`config.mk`:
```
export PLATFORM = sky130hd
export DESIGN_NAME = tmi_ctrl
export DESIGN_NICKNAME = d
export VERILOG_FILES = /design/src/tmi_pkg.sv /design/src/tmi_ctrl.sv
export SDC_FILE = /design/constraint.sdc
export NUM_CORES = 1
export LEC_CHECK = 0
export ABC_AREA = 1
export BUFFER_PORTS_ARGS = -buffer_cell sky130_fd_sc_hd__buf_2
export CAP_MARGIN = 15
export CORE_AREA = 2 2 39 41
export DETAILED_ROUTE_END_ITERATION = 10
export DIE_AREA = 0 0 41 43
export PLACE_DENSITY_LB_ADDON = 0.12
export SETUP_SLACK_MARGIN = 0.3
export SLEW_MARGIN = 40
export SYNTH_ARGS = -nofsm -noshare
export SYNTH_HDL_FRONTEND = slang
export SYNTH_SLANG_ARGS = --single-unit
```
`constraint.sdc`:
```
create_clock -name clk -period 1.6 [get_ports clk]
set_clock_uncertainty 0.05 [all_clocks]
set_input_delay 0.32 -clock clk [delete_from_list [all_inputs] [get_ports clk]]
set_output_delay 0.32 -clock clk [all_outputs]
set_load 0.01 [all_outputs]
```
`src/tmi_pkg.sv`:
```
// Shared types and constants for the tape machine interpreter core.
// No dependencies; imported by every module of the block.
`default_nettype none
package tmi_pkg;

  localparam logic [1:0] FUNC_LOAD  = 2'd0;
  localparam logic [1:0] FUNC_STEP  = 2'd1;
  localparam logic [1:0] FUNC_CLEAR = 2'd2;

  localparam logic [1:0] ST_OK   = 2'd0;
  localparam logic [1:0] ST_FIN  = 2'd1;
  localparam logic [1:0] ST_HALT = 2'd2;

  localparam logic [2:0] ERR_NONE  = 3'd0;
  localparam logic [2:0] ERR_RIGHT = 3'd1;
  localparam logic [2:0] ERR_LEFT  = 3'd2;
  localparam logic [2:0] ERR_OPEN  = 3'd3;
  localparam logic [2:0] ERR_CLOSE = 3'd4;

  localparam logic [7:0] CH_RIGHT = 8'h3E;
  localparam logic [7:0] CH_LEFT  = 8'h3C;
  localparam logic [7:0] CH_INC   = 8'h2B;
  localparam logic [7:0] CH_DEC   = 8'h2D;
  localparam logic [7:0] CH_OUT   = 8'h2E;
  localparam logic [7:0] CH_IN    = 8'h2C;
  localparam logic [7:0] CH_OPEN  = 8'h5B;
  localparam logic [7:0] CH_CLOSE = 8'h5D;

  localparam logic REG_CELL_MODE = 1'b0;
  localparam logic REG_MEM_SIZE  = 1'b1;

  typedef struct packed {
    logic latch;
    logic load;
    logic clr;
    logic fetch;
    logic exec;
    logic sf_adv;
    logic sf_chk;
    logic sb_adv;
    logic sb_chk;
    logic resp;
  } tmi_cmd_t;

  typedef struct packed {
    logic is_load;
    logic is_clear;
    logic is_step;
    logic halted;
    logic at_end;
    logic need_fwd;
    logic need_bwd;
    logic sf_stop;
    logic sf_match;
    logic sb_stop;
    logic sb_match;
    logic clr_last;
    logic out_free;
  } tmi_sts_t;

endpackage
`default_nettype wire

```
`src/tmi_ctrl.sv`:
```
// Sequencer for the tape machine interpreter core.
// Depends on tmi_pkg; drives commands into tmi_dp and reads its status.
`default_nettype none
module tmi_ctrl import tmi_pkg::*; (
  input  wire logic     clk,
  input  wire logic     rst,
  input  wire logic     in_valid,
  output logic          in_stall,
  input  wire tmi_sts_t sts,
  output tmi_cmd_t      cmd
);

  localparam logic [3:0] S_IDLE  = 4'd0;
  localparam logic [3:0] S_LOAD  = 4'd1;
  localparam logic [3:0] S_CLR   = 4'd2;
  localparam logic [3:0] S_FETCH = 4'd3;
  localparam logic [3:0] S_EXEC  = 4'd4;
  localparam logic [3:0] S_SFA   = 4'd5;
  localparam logic [3:0] S_SFC   = 4'd6;
  localparam logic [3:0] S_SBA   = 4'd7;
  localparam logic [3:0] S_SBC   = 4'd8;
  localparam logic [3:0] S_RESP  = 4'd9;

  logic [3:0] state, state_next;
  logic       clr_resp, clr_resp_next;

  always_comb begin
    state_next    = state;
    clr_resp_next = clr_resp;
    cmd           = '0;
    in_stall      = (state != S_IDLE);
    unique case (state)
      S_IDLE: begin
        if (in_valid) begin
          cmd.latch = 1'b1;
          if (sts.is_load) begin
            state_next = S_LOAD;
          end else if (sts.is_clear) begin
            state_next    = S_CLR;
            clr_resp_next = 1'b1;
          end else if (sts.is_step) begin
            state_next = S_FETCH;
          end else begin
            state_next = S_RESP;
          end
        end
      end
      S_LOAD: begin
        cmd.load   = 1'b1;
        state_next = S_RESP;
      end
      S_CLR: begin
        cmd.clr = 1'b1;
        if (sts.clr_last) begin
          state_next    = clr_resp ? S_RESP : S_IDLE;
          clr_resp_next = 1'b0;
        end
      end
      S_FETCH: begin
        cmd.fetch  = 1'b1;
        state_next = (sts.halted || sts.at_end) ? S_RESP : S_EXEC;
      end
      S_EXEC: begin
        cmd.exec = 1'b1;
        if (sts.need_fwd) begin
          state_next = S_SFA;
        end else if (sts.need_bwd) begin
          state_next = S_SBA;
        end else begin
          state_next = S_RESP;
        end
      end
      S_SFA: begin
        cmd.sf_adv = 1'b1;
        state_next = sts.sf_stop ? S_RESP : S_SFC;
      end
      S_SFC: begin
        cmd.sf_chk = 1'b1;
        state_next = sts.sf_match ? S_RESP : S_SFA;
      end
      S_SBA: begin
        cmd.sb_adv = 1'b1;
        state_next = sts.sb_stop ? S_RESP : S_SBC;
      end
      S_SBC: begin
        cmd.sb_chk = 1'b1;
        state_next = sts.sb_match ? S_RESP : S_SBA;
      end
      S_RESP: begin
        if (sts.out_free) begin
          cmd.resp   = 1'b1;
          state_next = S_IDLE;
        end
      end
      default: begin
        state_next = S_IDLE;
      end
    endcase
  end

  always_ff @(posedge clk) begin
    if (rst) begin
      state    <= S_CLR;
      clr_resp <= 1'b0;
    end else begin
      state    <= state_next;
      clr_resp <= clr_resp_next;
    end
  end

endmodule
`default_nettype wire

```
==> impl_results.md <==
* H-tree Lvls at 1
* Area of the multi-input gates at 485 sq um
* CP Launch Type: flop
* Yosys cell types at 17
* Pwr dens at 1400 nW/um^2
* Iter 0 DRT Violations at 14
* Clock latency on the worst-skew pair at 240 ps
* Die Footprint at 1760 sq um
* RSZ-0062 raised after global routing: yes
* Hold/Removal Path Class: primary input to flop
* CTS tree: built
* CTS sink cnt at 5
* Lkg Pwr at 0.547 nW
* Setup WS pre-CTS at 271 ps
* PortBufs at 26
* Remaining antenna violation count after routing at 0
* Psw at 671 uW
* Cell-internal power at 687 uW
* Cells after Synth at 105
* Clock power frac at 10.9%
* Initial antenna violation count at 0
* Part of the power in combinational logic at 69.2%
* Syn Nets at 121
* Hpwl dp at 1.26 mm
* Worst slew margin relative to its limit at 81.3%
* Vias in the first global route at 659
* Gr ovfl total at 0
* Area after DPL at 716 sq um
* Chip Width at 41 um
* Slew @ Worst Pin at 279 ps
* Mean Syn Cell Area at 5.31 sq um
* Final setup TNS at 0 ps
* Final min period at 1520 ps
* Req. time, crit path at 1230 ps
* Status: complete, no violations
* Drt wl/cell at 11.4 um
* Bufs on Longest Clock Path at 2
* Layout cells sized above 1 at 54.2%
* Kind of end point of the critical path: primary output
* Drt drc at 0
* Final Max Slew Viols at 0
* RD Place Congestion at 0.835
* Max-cap violations at 0
* CP Class: flop to primary output
* Clock-pin slew on the worst setup and hold paths at 50 ps
* Sw Ratio at 49.4%
* Placed cells at 147
* Final Cycle Share at 94.7%
* Final setup margin at 84.9 ps
* Fmax at 0.660 GHz
* Post-Syn Area at 558 sq um
* Via count at 760
* GR Util All Layers at 20.8%
* Average via count per standard cell at 4.81
* Power, Total at 1.36 mW
* Final Hold Fails at 0
* Initial Util at 40.3%
* Core Region at 1380 sq um
* CTS root buf: clkbuf_4
* Final core utilization at 70.3%
* Hold WS at 241 ps
* Die height at 43 um
* Post-cts hold buffer count at 0
* Area Overhead vs Synth at 74.2%
* CP Data Arrival Time at 1150 ps
* Crit path max fanout at 3
* Row cnt at 14
* Final setup fails at 0
* First-pass GRT wire length at 2.54 mm
* FF+latch area at 115 sq um
* Finished Layout Cells at 158
* Sequential share of the synthesized area at 17.9%
* DR pass1 iterations at 4
* Io pins at 27
* Fin area at 972 sq um
* CTS buffer count at 3
* Fin nets at 159
* Ant diodes at 0
* VDD IR-drop max at 0.870 mV
* Seq cells post-synth at 5
* Layout fillers at 130
* Synth warnings at 0
* Largest net degree at the start of global routing at 8
* Seq pwr share at 20.0%
* Post-Route WL at 1.80 mm
[state kept, by name, summed over array words and instances (netlist names)]
signal / count
state: 4
clr_resp: 1
[final timing paths]
check / startpoint / endpoint / slack [ps] / cells after the start
hold / removal: rst / state[3] / 240 / 2
setup / recovery: state[3] / cmd[7] / 80 / 4
hold reg to reg: clr_resp / clr_resp / 460 / 2
setup reg to reg: state[3] / clr_resp / 250 / 9
[logic make-up after synthesis]
| logic type | count (synthesis) | share of synthesized area [%] |
|---|---|---|
| buf+inv | 24 | 16.1 |
| simple gates | 70 | 59.4 |
| flops | 5 | 17.9 |
| compound gates | 6 | 6.50 |
[placed cells by master, fill, tap and decap left out, types with 3 or more instances in the layout]
master    Yosys  layout
nor2_1       16       9
buf_6         0       6
inv_6         0       3
buf_4         0       5
buf_2         0      22
inv_1        21      17
nand2_2       6       4
nand2_1      30      24
nor2_2        5       6
clkbuf_4      0       3
nand2_4       0       8
dfxtp_4       0       4
nor2_4        2       8
nand3_1       7       7
[repair_timing]
item | in CTS | in global routing
gates resized for setup | 35 | 19
pin swaps | 4 | 12
buffers inserted | 2 | 5
endpoints found under the setup margin | 15 | 15
[layer usage]
metal | global-route usage, % | share of wire [%]
met3 | 1.57 | 4.0
met5 | 0 | 0
met4 | 4.00 | 0.78
met1 | 25.2 | 38
met2 | 37.5 | 57
[area by class of cell]
cell class,count,share of cell area (%)
Clock buffer,4,2.70
Sequential cell,5,11.8
Tap cell,16,2.06
Multi-Input combinational cell,76,49.9
Timing Repair Buffer,33,22.1
Inverter,24,11.3
[worst max-delay path: stages (launching register included)]
cell	delay, ps
dfxtp_4	370
inv_6	80
nand2_4	70
nor3_4	210
buf_2	160
[power groups by stage]
stage / logic (mW) / registers, mW / clock network, mW
final: 0.940 / 0.271 / 0.148
after global routing: 1.01 / 0.274 / 0.158
after CTS: 0.750 / 0.265 / 0.148
after detailed placement: 0.609 / 0.221 / 0
after global placement: 0.603 / 0.222 / 0
after floorplan: 0.465 / 0.210 / 0
[synth_stat cells]
master	count	area, sq um
o211ai_1	1	7.51
nor2_4	2	22.5
nand3_1	7	35.0
inv_2	3	11.3
nor2_1	16	60.1
dfxtp_1	5	100
a41oi_1	1	8.76
nand2_2	6	37.5
a21oi_1	2	10.0
nor2_2	5	31.3
nand3_2	1	10.0
nand2_1	30	113
o21ai_1	2	10.0
inv_1	21	78.8
nor3_2	1	10.0
nand3b_1	1	7.51
nor3_1	1	5.00
(Power assumes the default switching activity.)
